File: src/rtl/largest_empty_square_finder_assert.svh
// ----------------------------------------------------------------------------
// largest empty square finder assertion macros
// shared property wrappers, clocked on clk and quiet during rst
// ----------------------------------------------------------------------------
`ifndef LARGEST_EMPTY_SQUARE_FINDER_ASSERT_SVH
`define LARGEST_EMPTY_SQUARE_FINDER_ASSERT_SVH

// consequent must hold in the same cycle
`define LESF_ASSERT_SAME(label, ante, cons, msg) \
  label: assert property (@(posedge clk) disable iff (rst) (ante) |-> (cons)) \
    else $error(msg);

// consequent must hold in the next cycle
`define LESF_ASSERT_NEXT(label, ante, cons, msg) \
  label: assert property (@(posedge clk) disable iff (rst) (ante) |=> (cons)) \
    else $error(msg);

`endif

File: src/rtl/lesf_ram.sv
// ----------------------------------------------------------------------------
// lesf_ram
// generic single write port, single read port ram with registered read data
// ----------------------------------------------------------------------------
`timescale 1ns / 1ps

module lesf_ram #(
  parameter int WIDTH = 8,
  parameter int DEPTH = 16
) (
  input  logic                     clk,
  input  logic                     we,
  input  logic [$clog2(DEPTH)-1:0] waddr,
  input  logic [WIDTH-1:0]         wdata,
  input  logic [$clog2(DEPTH)-1:0] raddr,
  output logic [WIDTH-1:0]         rdata
);

  logic [WIDTH-1:0] mem [DEPTH];

  always_ff @(posedge clk) begin
    if (we) begin
      mem[waddr] <= wdata;
    end
    rdata <= mem[raddr];
  end

endmodule

File: config.mk
export PLATFORM = sky130hd
export DESIGN_NAME = lesf_ram
export DESIGN_NICKNAME = d
export VERILOG_FILES = /design/src/rtl/largest_empty_square_finder_assert.svh /design/src/rtl/lesf_ram.sv
export SDC_FILE = /design/constraint.sdc
export NUM_CORES = 1
export LEC_CHECK = 0
export ABC_AREA = 1
export BUFFER_PORTS_ARGS = -buffer_cell sky130_fd_sc_hd__buf_2
export CAP_MARGIN = 20
export CORE_MARGIN = 1.5
export CORE_UTILIZATION = 50
export CTS_BUF_LIST = sky130_fd_sc_hd__clkbuf_4
export CTS_CLUSTER_SIZE = 24
export DETAILED_ROUTE_END_ITERATION = 10
export PLACE_DENSITY = 0.71
export SLEW_MARGIN = 10
export SYNTH_ARGS = -nofsm -noshare
export SYNTH_HDL_FRONTEND = slang
export SYNTH_SLANG_ARGS = --single-unit
File: constraint.sdc
create_clock -name clk -period 2.2 [get_ports clk]
set_input_delay 0.33 -clock clk [delete_from_list [all_inputs] [get_ports clk]]
set_output_delay 0.33 -clock clk [all_outputs]
set_load 0.02 [all_outputs]
==> metrics <==
status completed; share of cells above drive strength 1 11.0%; part of the Yosys area used for sequential elements 69.4%; vias in the first global route 3585; Peak VDD IR 0.000435 V; FF+latch area 4000 um^2; min-delay worst type input port to flop; Critical Path End Type output pin; fill count 984; final max-slew violation count 0; top cells by area, synth edfxtp_1 (67%), nand2_1 (11%), nand3_1 (8.4%); # IOs 26; worst path buffer plus inverter count 1; endpoints failing setup 0; synthesized area 5770 um^2; Hold Vio Cnt, Final 0; Worst Skew 0.0166 ns; WL per Instance 16.2 um; CP max FO 1; Num CTS Buffers 17; gpl congestion 0.902; Multi-input gate area 1210 um^2; DR DRC count 0; grt ovf 0; Worst Max-Slew Pin Slew 0.698 ns; post-route insts no fill 736; total wire length 11900 um; Post-Synth Simple-Gate Area 21.0%; length of the first detailed-routing pass in iterations 5; unrepaired setup endpoints after global routing false; Layout Nets 598; largest net degree at the start of global routing 33; DRT iter0 DRCs 305; CP Data Required Time 1.87 ns; CP cell instances buf_2; number of vias per cell 5.10; Crit Path Class flop to output pin; largest family of logic cells by synthesized area simple AND/OR/NAND/NOR gates; Worst Slack Setup Final 0.887 ns; mux cell area share after synthesis 0%; final critical-path share of the clock period 59.7%; top-area cell type share of the netlist area 66.7%; first-pass GRT wire length 18800 um; Max-slew headroom 53.3%; yosys warns 0; clock latency on the worst-skew pair 0.50 ns; cell taking the most area after synthesis edfxtp_1; Tmin final 1.31 ns; Compound-Gate Fraction of Synth Area 0%; Mapped Cells 551; die area 12200 um^2; Leakage 2.70 nW; Max Root-Sink Buffers 2; Die X 110 um; maxcap violations 0; Net Count, Synth 569; n_diodes 0; All-Layer GR Usage 21.8%; via count 3753; post-CTS sizing 0; Synth Area in Adders 0%; CTS sink count 136; highest-count cells in the layout ignoring fill and taps nand2_1 (173), edfxtp_1 (128), inv_1 (100), nand3_1 (97), buf_2 (25); Reg clk slew, reported paths 0.10 ns; XOR/XNOR share of the synthesized area 0%; Post-CTS Setup Bufs 0; achievable frequency 762 MHz; Crit-path slowest cell dfxtp_1; Critical Path AT 0.98 ns; DP Cell Count 704; setup TNS 0 ns; Root Buffer clkbuf_4; Layout area overhead 7.81%; largest delay contributor family on the critical path flip-flops; Die H 110 um; Netlist cell types 12; core area 11300 um^2; final core utilization 54.9%; hold_buf cts 0; P per Cell Area 754 nW/um^2; CTS tree built; synthesized area per cell 10.5 um^2; commonest non-fill, non-tap cell in the layout nand2_1; port bufs 25; H-tree depth 4; Synth Register Bits 136; std cell rows 39; initial core utilization 50.9%; worst slack, placed 0.551 ns; Final ANT Viol Nets 0; Critical Path Max Stage Delay 0.34 ns; Total Power 0.00469 W; DP HPWL 7780 um; type of origin of the critical path flop; antenna violations before repair 0
power breakdown:
part | internal, W | switching, W | total [W]
clock | 0.000608 | 0.000818 | 0.00143
combinational | 0.0000962 | 0.000260 | 0.000356
sequential | 0.00289 | 0.0000149 | 0.00291
total | 0.00360 | 0.00109 | 0.00469
tightest hold or removal path, stage by stage:
cell	delay, ns
buf_2	0.17
nand3_1	0.11
nand2_1	0.04
layout make-up:
type                       instances  share of cell area [%]
sequential                       136                    64.4
inverter                         102                    6.16
timing repair buffer              34                    3.10
tap                              143                    2.88
clock inverter                    10                    1.29
clock buffer                      22                    2.66
multi-input combinational        289                    19.5
stage by stage:
step | instance area [um^2] | hold WS [ns]
2_1_floorplan | 5770 | 0.429
3_3_place_gp | 5970 | 0.650
3_5_place_dp | 5970 | 0.653
4_1_cts | 6220 | 0.151
5_1_grt | 6220 | 0.153
6_report | 6220 | 0.203
per-layer routing:
layer	track usage (%)	vias to the layer above	routed length, um
li1	-	1833	-
met3	5.35	28	750
met4	8.33	0	303
met2	35.2	144	5790
met1	28.6	1748	5060
met5	0	-	0
path summary, 6_finish.rpt:
check	from	endpoint	slack [ns]	cells past startpoint
min reg2reg	mem[13][2]$_DFFE_PP_	rdata[2]$_DFF_P_	0.67	6
min	raddr[3]	rdata[2]$_DFF_P_	0.20	3
max	rdata[2]$_DFF_P_	rdata[2]	0.89	1
max reg2reg	mem[3][2]$_DFFE_PP_	rdata[2]$_DFF_P_	1.15	6
flip-flops by register name, indices dropped and copies added (netlist names):
name   cells
rdata      8
mem      128
kinds of logic after synthesis:
kind of cell  after synthesis
flops                     136
buf+inv                   126
simple gates              289
synthesized netlist by cell type, drive strengths merged:
| cell type | count |
|---|---|
| edfxtp | 128 |
| inv | 102 |
| nand3b | 2 |
| dfxtp | 8 |
| buf | 24 |
| nor2 | 17 |
| nand3 | 97 |
| nand2 | 173 |
Note: power is estimated with default switching activity, not from simulation.
