$ cat config.mk
export PLATFORM = sky130hd
export DESIGN_NAME = lesf_cell
export DESIGN_NICKNAME = d
export VERILOG_FILES = /design/src/rtl/largest_empty_square_finder_assert.svh /design/src/rtl/lesf_pkg.sv /design/src/rtl/lesf_cell.sv
export SDC_FILE = /design/constraint.sdc
export NUM_CORES = 1
export LEC_CHECK = 0
export BUFFER_PORTS_ARGS = -buffer_cell sky130_fd_sc_hd__buf_2
export CAP_MARGIN = 20
export CORE_ASPECT_RATIO = 1.25
export CORE_MARGIN = 1.5
export CORE_UTILIZATION = 40
export DETAILED_ROUTE_END_ITERATION = 7
export PLACE_DENSITY = 0.79
export SLEW_MARGIN = 20
export SYNTH_ARGS = -nofsm -noshare
export SYNTH_HDL_FRONTEND = slang
export SYNTH_SLANG_ARGS = --single-unit
$ cat constraint.sdc
create_clock -name vclk -period 6.5
set_input_delay 0.65 -clock vclk [all_inputs]
set_output_delay 0.65 -clock vclk [all_outputs]
set_load 0.1 [all_outputs]
$ cat src/rtl/largest_empty_square_finder_assert.svh
// ----------------------------------------------------------------------------
// largest empty square finder assertion macros
// shared property wrappers, clocked on clk and quiet during rst
// ----------------------------------------------------------------------------
`ifndef LARGEST_EMPTY_SQUARE_FINDER_ASSERT_SVH
`define LARGEST_EMPTY_SQUARE_FINDER_ASSERT_SVH

// consequent must hold in the same cycle
`define LESF_ASSERT_SAME(label, ante, cons, msg) \
  label: assert property (@(posedge clk) disable iff (rst) (ante) |-> (cons)) \
    else $error(msg);

// consequent must hold in the next cycle
`define LESF_ASSERT_NEXT(label, ante, cons, msg) \
  label: assert property (@(posedge clk) disable iff (rst) (ante) |=> (cons)) \
    else $error(msg);

`endif

$ cat src/rtl/lesf_pkg.sv
// ----------------------------------------------------------------------------
// lesf_pkg
// shared widths, register indexes, types and helpers of the square finder
// ----------------------------------------------------------------------------
`timescale 1ns / 1ps

package lesf_pkg;

  localparam int MAX_COLS = 1024;
  localparam int MAX_ROWS = 1024;

  localparam int CHAR_W  = 8;
  localparam int SCORE_W = 11;
  localparam int COL_W   = 10;
  localparam int ROW_W   = 10;
  localparam int CFG_W   = 11;
  localparam int IDX_W   = 2;

  localparam logic [IDX_W-1:0] REG_OBSTACLE_CHAR = 2'd0;
  localparam logic [IDX_W-1:0] REG_MAP_ROWS      = 2'd1;
  localparam logic [IDX_W-1:0] REG_MAP_COLS      = 2'd2;

  localparam logic [CHAR_W-1:0] OBSTACLE_RESET = 8'd111;

  typedef logic [SCORE_W-1:0] score_t;

  typedef struct packed {
    score_t           size;
    logic [ROW_W-1:0] row;
    logic [COL_W-1:0] col;
  } best_t;

  function automatic score_t min3(input score_t a, input score_t b, input score_t c);
    score_t m;
    m = (a < b) ? a : b;
    return (m < c) ? m : c;
  endfunction

  // zero counts as one, anything past the limit counts as the limit
  function automatic logic [CFG_W-1:0] clamp_size(input logic [CFG_W-1:0] v,
                                                  input logic [CFG_W-1:0] hi);
    logic [CFG_W-1:0] r;
    if (v == '0) begin
      r = CFG_W'(1);
    end else if (v > hi) begin
      r = hi;
    end else begin
      r = v;
    end
    return r;
  endfunction

endpackage

$ cat src/rtl/lesf_cell.sv
// ----------------------------------------------------------------------------
// lesf_cell
// score of one map cell and the running best square update
// ----------------------------------------------------------------------------
`timescale 1ns / 1ps

module lesf_cell import lesf_pkg::*; (
  input  logic [CHAR_W-1:0] cell_char,
  input  logic [CHAR_W-1:0] obstacle_char,
  input  logic [ROW_W-1:0]  row,
  input  logic [COL_W-1:0]  col,
  input  score_t            up,
  input  score_t            left,
  input  score_t            diag,
  input  best_t             best,
  output score_t            score,
  output best_t             best_next
);

  always_comb begin
    if (cell_char == obstacle_char) begin
      score = '0;
    end else if (row == '0 || col == '0) begin
      score = SCORE_W'(1);
    end else begin
      score = min3(up, left, diag) + SCORE_W'(1);
    end
  end

  // strict compare keeps the first square in raster order on ties
  always_comb begin
    best_next = best;
    if (score > best.size) begin
      best_next.size = score;
      best_next.row  = row;
      best_next.col  = col;
    end
  end

endmodule

==> flow_metrics.env, run 1 <==
export IMPL_outcome="complete, but fails checks"
export IMPL_violations="negative setup slack"
export IMPL_critPathKind="input pin to output pin"
export IMPL_fmax_ghz=0.138
export IMPL_rows=29
export IMPL_wire_per_inst_um=23.6
export IMPL_io_pin_count=142
export IMPL_drc=0
export IMPL_die_h_um=83.4
export IMPL_required_ns=5.85
export IMPL_fin_cells=573
export IMPL_timing_final_ws_setup_ns=-0.746
export IMPL_coreArea_um2=5040
export IMPL_rsz0062_at_grt="yes"
export IMPL_final_common_cell="buf_2"
export IMPL_power_density_nw_per_um2=338
export IMPL_initial_core_util_pct=41.0
export IMPL_syn_avg_cell_area_um2=6.72
export IMPL_startpoint_type="input pin"
export IMPL_viasPerCell=6.25
export IMPL_diodes=0
export IMPL_synth_top_area_cell="ha_1"
export IMPL_fill_cells=214
export IMPL_syn_nets=440
export IMPL_p_comb_share_pct=100.0
export IMPL_crit_slowest_cell="ha_4"
export IMPL_wl_um=13500
export IMPL_pwr_share_clk_pct=0
export IMPL_setup_violations_final=31
export IMPL_syn_cell_area_um2=2070
export IMPL_ant_nets=0
export IMPL_finalSetupTns_ns=-21.56
export IMPL_first_pass_iters=7
export IMPL_portBuffers=142
export IMPL_max_slew_margin_pct=49.5
export IMPL_drv_cap=0
export IMPL_synth_compound_area_share_pct=19.0
export IMPL_p_leak_nw=2.21
export IMPL_antenna_found_initial=0
export IMPL_vdd_drop_max_mv=0.156
export IMPL_final_hold_viol_count=0
export IMPL_p_int_uw=544
export IMPL_critPathMaxStageDelay_ns=0.32
export IMPL_min_period_ns=7.25
export IMPL_first_global_vias=3666
export IMPL_hpwlAfterDp_um=7340
export IMPL_hp_class="input pin to output pin"
export IMPL_whs_path_depth=3
export IMPL_synth_xor_area_share_pct=13.5
export IMPL_yosysWarnings=0
export IMPL_dpl_cell_area_um2=3920
export IMPL_arrival_ns=6.60
export IMPL_dp_cells=545
export IMPL_ff_latch_area_um2=0
export IMPL_mostFrequentLayoutCells="buf_2, buf_4, nand2_1"
export IMPL_nets=645
export IMPL_synthCells=308
export IMPL_track_usage_pct=42.6
export IMPL_synthSimpleGateAreaFrac_pct=25.0
export IMPL_worstPathMaxFanout=7
export IMPL_synth_fa_ha_area_share_pct=19.3
export IMPL_period_share_pct=111
export IMPL_sw_frac_of_total_pct=63.4
export IMPL_areaGrowthSynthToFinish_pct=113
export IMPL_seq_cell_count=0
export IMPL_synth_area_mux_share_pct=14.0
export IMPL_synth_top_family_by_area="simple AND/OR/NAND/NOR gates"
export IMPL_grt_overflow_total=0
export IMPL_yosys_area_top_type_share_pct=19.3
export IMPL_worstHoldStart="best[6]"
export IMPL_hold_path_end="best_next[6]"
export IMPL_multiInputGateArea_um2=2340
export IMPL_final_cell_area_um2=4400
export IMPL_p_seq_share_pct=0
export IMPL_p_switching_uw=942
export IMPL_drtIter0Drc=535
export IMPL_die_w_um=67.3
export IMPL_tightest_slew_ns=0.757
export IMPL_gp_congestion=0.929
export IMPL_ys_seq_area_share_pct=0
export IMPL_drive_gt1_share_pct=60.1
export IMPL_holdWs_ns=1.69
export IMPL_path_buf_inv=10
export IMPL_grt_start_max_net_pins=18
export IMPL_slew_viol_final=0
export IMPL_synth_cell_types=39
export IMPL_nClkBuffers=0
export IMPL_grt_pass1_wl_um=18400
export IMPL_dpl_worst_slack_ns=-0.388
export IMPL_cpLargestDelayFamily="simple AND/OR/NAND/NOR gates"
export IMPL_die_area_um2=5620
export IMPL_vias=3582
export IMPL_end_kind="output pin"
export IMPL_synth_area_leaders="ha_1, mux2_2, xnor2_1"
==> per-stage QoR <==
stage	utilization [%]	power, mW
6_report	87.2	1.49
3_5_place_dp	77.7	1.29
4_1_cts	84.2	1.38
5_1_grt	87.2	1.53
2_1_floorplan	-	0.897
3_3_place_gp	77.7	1.27
==> synthesized netlist by cell type (2+ instances only) <==
| master | instances |
|---|---|
| o21ai_0 | 30 |
| clkbuf_1 | 5 |
| xnor2_1 | 21 |
| ha_1 | 32 |
| o21ai_1 | 4 |
| buf_2 | 2 |
| a21o_1 | 5 |
| nor2_1 | 23 |
| nand3_1 | 10 |
| inv_1 | 36 |
| or4_1 | 2 |
| o211ai_1 | 4 |
| buf_4 | 2 |
| and4_1 | 2 |
| xor2_1 | 11 |
| nand4_1 | 12 |
| buf_1 | 2 |
| nand2_1 | 41 |
| a21oi_1 | 15 |
| nor3_1 | 2 |
| nor4_1 | 4 |
| nand2b_1 | 2 |
| mux2_2 | 24 |
| mux2i_1 | 2 |
==> power by group through the flow <==
stage	Clock [mW]	Combinational (mW)	Sequential [mW]
after detailed placement	0	1.29	0
after global routing	0	1.53	0
final	0	1.49	0
after CTS	0	1.38	0
after floorplan	0	0.897	0
after global placement	0	1.27	0
==> timing repair <==
action / 4_1_cts / 5_1_grt
hold buffers: 0 / 0
gates cloned: 2 / 1
gates resized for setup: 30 / 12
pin swaps: 34 / 11
setup buffers: 16 / 10
endpoints found under the setup margin: 31 / 31
==> logic make-up after synthesis <==
family / Yosys count
AO/OA/AOI/OAI: 65
XOR/XNOR: 32
adder cells (fa/ha/maj): 32
buffers and inverters: 47
multiplexers: 26
AND/OR/NAND/NOR: 106
==> area by class of cell <==
| type | count | share of cell area, % |
|---|---|---|
| inverters | 36 | 3.33 |
| multi-input cells | 261 | 53.3 |
| well taps | 62 | 1.76 |
| repair buffers | 214 | 41.6 |
==> layer usage <==
layer	vias to the layer above	track usage [%]	wire (um)
met5	-	5.21	0
met4	0	28.6	1250
met3	132	20.3	1640
met2	363	71.5	6370
met1	1599	39.0	4240
li1	1488	-	-
==> worst max path at each step <==
stage                     startpoint            end  slack [ns]  depth (start not counted)
after global routing         left[8]  best_next[29]       -0.98                         37
after detailed placement     left[8]   best_next[3]       -0.39                         34
after floorplan              left[8]  best_next[22]       -0.60                         36
final                        left[8]  best_next[29]       -0.75                         34
after CTS                      up[4]   best_next[3]      0.0004                         34
after global placement       left[4]  best_next[11]       -0.14                         34
Power figures use the tool's default switching activity.
==> inputs of run 2 (changes only) <==
--- a/config.mk
+++ b/config.mk
@@ -8,9 +8,10 @@
 export BUFFER_PORTS_ARGS = -buffer_cell sky130_fd_sc_hd__buf_2
 export CAP_MARGIN = 20
 export CORE_ASPECT_RATIO = 1.25
-export CORE_MARGIN = 1.5
+export CORE_MARGIN = 5
 export CORE_UTILIZATION = 40
 export DETAILED_ROUTE_END_ITERATION = 7
+export MAX_ROUTING_LAYER = met4
 export PLACE_DENSITY = 0.79
 export SLEW_MARGIN = 20
 export SYNTH_ARGS = -nofsm -noshare
==> run 2 against run 1 <==
- final cell count shrank 1.0%
- global-route usage shrank 11 points
- non-clock buffer count shrank 6
- routed wire length shrank 10%
- setup slack gained 0.26 ns
- critical path type unchanged
- via count shrank 5.4%
- the run still ends with negative setup slack left
- largest power group unchanged
- combinational power is essentially flat
==> flow_metrics.env, run 2 (synthesized netlist as in run 1, its figures left out) <==
export IMPL_outcome="complete, but fails checks"
export IMPL_violations="negative setup slack"
export IMPL_p_seq_share_pct=0
export IMPL_rsz0062_at_grt="yes"
export IMPL_drc=0
export IMPL_multiInputGateArea_um2=2360
export IMPL_setup_violations_final=31
export IMPL_rows=29
export IMPL_p_leak_nw=2.21
export IMPL_fmax_ghz=0.143
export IMPL_gp_congestion=0.900
export IMPL_ant_nets=0
export IMPL_track_usage_pct=32.1
export IMPL_grt_pass1_wl_um=16900
export IMPL_final_cell_area_um2=4420
export IMPL_p_switching_uw=914
export IMPL_seq_cell_count=0
export IMPL_portBuffers=142
export IMPL_end_kind="output pin"
export IMPL_wire_per_inst_um=21.4
export IMPL_p_int_uw=543
export IMPL_io_pin_count=142
export IMPL_final_hold_viol_count=0
export IMPL_timing_final_ws_setup_ns=-0.483
export IMPL_fill_cells=223
export IMPL_sw_frac_of_total_pct=62.7
export IMPL_drv_cap=0
export IMPL_p_comb_share_pct=100.0
export IMPL_arrival_ns=6.33
export IMPL_critPathKind="input pin to output pin"
export IMPL_min_period_ns=6.98
export IMPL_viasPerCell=5.97
export IMPL_ff_latch_area_um2=0
export IMPL_crit_slowest_cell="ha_1"
export IMPL_vdd_drop_max_mv=0.211
export IMPL_pwr_share_clk_pct=0
export IMPL_initial_core_util_pct=41.0
export IMPL_areaGrowthSynthToFinish_pct=113
export IMPL_drive_gt1_share_pct=60.2
export IMPL_power_density_nw_per_um2=330
export IMPL_holdWs_ns=1.69
export IMPL_coreArea_um2=5040
export IMPL_finish_utilization_pct=87.5
export IMPL_finalSetupTns_ns=-13.38
export IMPL_final_common_cell="buf_2"
export IMPL_first_global_vias=3402
export IMPL_max_slew_margin_pct=53.2
export IMPL_antenna_found_initial=0
export IMPL_slew_viol_final=0
export IMPL_die_area_um2=6720
export IMPL_vias=3387
export IMPL_tightest_slew_ns=0.703
export IMPL_mostFrequentLayoutCells="buf_2, buf_4, nand2_1, buf_12, inv_1"
export IMPL_totalPowerFinal_mw=1.46
export IMPL_grt_start_max_net_pins=18
export IMPL_die_w_um=74.3
export IMPL_critPathMaxStageDelay_ns=0.34
export IMPL_die_h_um=90.4
export IMPL_hp_class="input pin to output pin"
export IMPL_startpoint_type="input pin"
export IMPL_dpl_cell_area_um2=3950
export IMPL_worstPathMaxFanout=8
export IMPL_period_share_pct=107
export IMPL_required_ns=5.85
export IMPL_nClkBuffers=0
export IMPL_grt_overflow_total=0
export IMPL_nets=639
export IMPL_hpwlAfterDp_um=8020
export IMPL_drtIter0Drc=276
export IMPL_wl_um=12100
export IMPL_diodes=0
export IMPL_first_pass_iters=6
run 2: cell count changes in the layout (fill, tap and decap cells not counted), sizes merged:
| cell | previous run | this run |
|---|---|---|
| buf | 213 | 207 |
run 2: metal layers:
layer | vias to the layer above | track usage (%) | routed length, um
li1 | 1472 | - | -
met5 | - | - | 0
met4 | 0 | 12.8 | 840
met3 | 107 | 3.56 | 1040
met1 | 1532 | 32.4 | 3890
met2 | 276 | 60.4 | 6340
run 2: worst paths after layout:
| check | start | endpoint | slack (ns) | depth (start not counted) |
|---|---|---|---|---|
| max | up[10] | best_next[4] | -0.48 | 34 |
| min | best[15] | best_next[15] | 1.69 | 3 |
run 2: layout make-up:
cell class | instances | area share (%)
multi-input cells | 261 | 53.5
repair buffers | 208 | 41.5
inverters | 36 | 3.26
well taps | 62 | 1.76
run 2: what timing repair did:
action / CTS / global route
setup buffers: 13 / 6
setup endpoints to repair: 30 / 31
resized for setup: 35 / 22
pin swaps: 27 / 16
cloned: 3 / 1
hold buffers: 0 / 0
run 2: critical path, delay by kind of cell:
kind,cells,cell delay [ns]
adders and majority gates,4,1.14
and+or+nand+nor,9,1.29
xor gates and xnor gates,1,0.18
buffers and inverters,9,1.25
AOI/OAI and AO/OA,10,1.50
muxes,1,0.32
run 2: power groups by stage:
stage                     combinational (mW)  clock [mW]  sequential (mW)
final                                   1.46           0                0
after global routing                    1.50           0                0
after CTS                               1.40           0                0
after detailed placement                1.30           0                0
after global placement                  1.28           0                0
after floorplan                        0.897           0                0
run 2: stage by stage:
| stage | worst slack, ns | instances |
|---|---|---|
| after floorplan | -0.602 | 308 |
| after global placement | -0.0274 | 547 |
| after detailed placement | -0.252 | 547 |
| after CTS | 0.00805 | 563 |
| after global routing | -0.673 | 567 |
| final | -0.483 | 567 |
==> inputs of run 3 (changes only) <==
--- a/config.mk
+++ b/config.mk
@@ -5,11 +5,12 @@
 export SDC_FILE = /design/constraint.sdc
 export NUM_CORES = 1
 export LEC_CHECK = 0
+export ABC_AREA = 1
 export BUFFER_PORTS_ARGS = -buffer_cell sky130_fd_sc_hd__buf_2
 export CAP_MARGIN = 20
 export CORE_ASPECT_RATIO = 1.25
 export CORE_MARGIN = 5
-export CORE_UTILIZATION = 40
+export CORE_UTILIZATION = 39
 export DETAILED_ROUTE_END_ITERATION = 7
 export MAX_ROUTING_LAYER = met4
 export PLACE_DENSITY = 0.79
==> run 3 against run 2 <==
- die area fell by 2.6%
- first-iteration DRC count fell by 71%
- sequential cell count stayed put
- the flow now finishes without violations
- via count fell by 16%
- cell area fell by 21%
- setup slack improved by 0.81 ns
- worst hold slack got worse by 0.012 ns
- critical path depth down 5
- sequential share of layout area unchanged
- core utilization down 15 points
- combinational power is 3% lower
- global-route usage shrank 10 points
==> flow_metrics.env, run 3 <==
export IMPL_outcome="finished, final reports clean"
export IMPL_fmax_ghz=0.162
export IMPL_gp_congestion=0.933
export IMPL_period_share_pct=94.9
export IMPL_coreArea_um2=4800
export IMPL_power_density_nw_per_um2=410
export IMPL_cpLargestDelayFamily="simple AND/OR/NAND/NOR gates"
export IMPL_ctsHoldBuffers=0
export IMPL_first_pass_iters=4
export IMPL_grt_pass1_wl_um=11600
export IMPL_syn_avg_cell_area_um2=5.42
export IMPL_p_leak_nw=1.99
export IMPL_dpl_cell_area_um2=3380
export IMPL_max_slew_margin_pct=54.3
export IMPL_dpl_worst_slack_ns=0.000309
export IMPL_vias=2859
export IMPL_drtIter0Drc=79
export IMPL_io_pin_count=142
export IMPL_ff_latch_area_um2=0
export IMPL_antenna_found_initial=0
export IMPL_worstPathMaxFanout=27
export IMPL_vdd_drop_max_mv=0.201
export IMPL_end_kind="output pin"
export IMPL_hpwlAfterDp_um=6830
export IMPL_min_period_ns=6.17
export IMPL_synth_top_area_cell="nand2_1"
export IMPL_setup_violations_final=0
export IMPL_seq_cell_count=0
export IMPL_yosys_area_top_type_share_pct=22.8
export IMPL_yosysWarnings=0
export IMPL_viasPerCell=5.09
export IMPL_timing_final_ws_setup_ns=0.328
export IMPL_mostFrequentLayoutCells="buf_2, nand2_1, inv_1"
export IMPL_portBuffers=142
export IMPL_fill_cells=391
export IMPL_required_ns=5.85
export IMPL_crit_start="up[10]"
export IMPL_first_global_vias=2736
export IMPL_dp_cells=559
export IMPL_synth_cell_types=36
export IMPL_netlist_top_cells_count="nand2_1, inv_1, ha_1"
export IMPL_critPathKind="input pin to output pin"
export IMPL_finalSetupTns_ns=0
export IMPL_synthCells=361
export IMPL_wl_um=7680
export IMPL_tightest_slew_ns=0.683
export IMPL_die_area_um2=6550
export IMPL_grt_start_max_net_pins=28
export IMPL_rows=28
export IMPL_startpoint_type="input pin"
export IMPL_ant_nets=0
export IMPL_die_h_um=89.2
export IMPL_wire_per_inst_um=13.7
export IMPL_syn_nets=493
export IMPL_critPathMaxStageDelay_ns=0.33
export IMPL_final_hold_viol_count=0
export IMPL_final_common_cell="buf_2"
export IMPL_areaGrowthSynthToFinish_pct=77.1
export IMPL_crit_slowest_cell="ha_1"
export IMPL_crit_top_cell="nand2_1"
export IMPL_track_usage_pct=22.1
export IMPL_hp_class="input pin to output pin"
export IMPL_die_w_um=73.4
export IMPL_drv_cap=0
export IMPL_ys_seq_area_share_pct=0
export IMPL_arrival_ns=5.52
export IMPL_drc=0
export IMPL_synth_area_leaders="nand2_1, ha_1, inv_1"
export IMPL_path_buf_inv=4
export IMPL_diodes=0
export IMPL_fin_cells=562
export IMPL_holdWs_ns=1.67
export IMPL_final_cell_area_um2=3470
export IMPL_initial_core_util_pct=40.8
export IMPL_nClkBuffers=0
export IMPL_slew_viol_final=0
export IMPL_nets=636
export IMPL_worstHoldStart="best[5]"
export IMPL_syn_cell_area_um2=1960
export IMPL_grt_overflow_total=0
export IMPL_drive_gt1_share_pct=45.2
export IMPL_post_synth_top_count_cell="nand2_1"
[run 3: changes by cell type after synthesis, sizes merged, moves of 4 or more]
| cell | change |
|---|---|
| mux2 | -24 |
| and2 | +4 |
| a21oi | +8 |
| nor2 | -5 |
| o21ai | -13 |
| xor2 | -11 |
| inv | +28 |
| a21o | -4 |
| nand2 | +89 |
| nand3 | +10 |
| xnor2 | -19 |
| o211ai | -4 |
[run 3: routing by layer]
metal / GRT usage (%) / part of all wire, % / vias up
met3: 2.14 / 8.9 / 16
met1: 22.7 / 36 / 1252
met5: - / 0 / -
met4: 4.94 / 2.2 / 0
li1: - / - / 1457
met2: 44.3 / 53 / 134
[run 3: power by group]
group	internal (mW)	switching, mW	leakage [nW]
combinational	0.442	0.981	1.99
clock	0	0	0
sequential	0	0	0
total	0.442	0.981	1.99
[run 3: cell type report]
type                       instances  area [um2]  area share (%)
timing repair buffer             149        1250            36.0
inverter                          64         246            7.11
multi-input combinational        289        1900            54.8
tap                               60        75.1            2.16
[run 3: timing repair]
action	CTS	global route
hold endpoints to repair	0	0
resized for setup	1	18
endpoints found under the setup margin	2	31
buffers inserted	0	2
gates cloned	0	1
pin swaps	0	3
[run 3: worst paths after layout]
check                       to  slack, ns  depth (start not counted)
hold / removal    best_next[5]       1.67                          4
setup / recovery  best_next[3]       0.33                         29
[run 3: cell families after synthesis]
| kind of cell | after synthesis | synth area share (%) |
|---|---|---|
| xor gates and xnor gates | 2 | 0.895 |
| AOI/OAI and AO/OA | 55 | 16.9 |
| and+or+nand+nor | 199 | 46.9 |
| buffers and inverters | 73 | 14.8 |
| adders and majority gates | 32 | 20.4 |
[run 3: worst min-delay path: cells and delay by family]
family | cells | cell delay (ns)
buf+inv | 2 | 0.24
simple gates | 2 | 0.13
[run 3: stage by stage]
step,utilization [%],power (mW)
finish,72.3,1.42
global route,72.3,1.49
CTS,70.3,1.40
detailed placement,70.3,1.40
global placement,70.3,1.39
floorplan,-,0.972
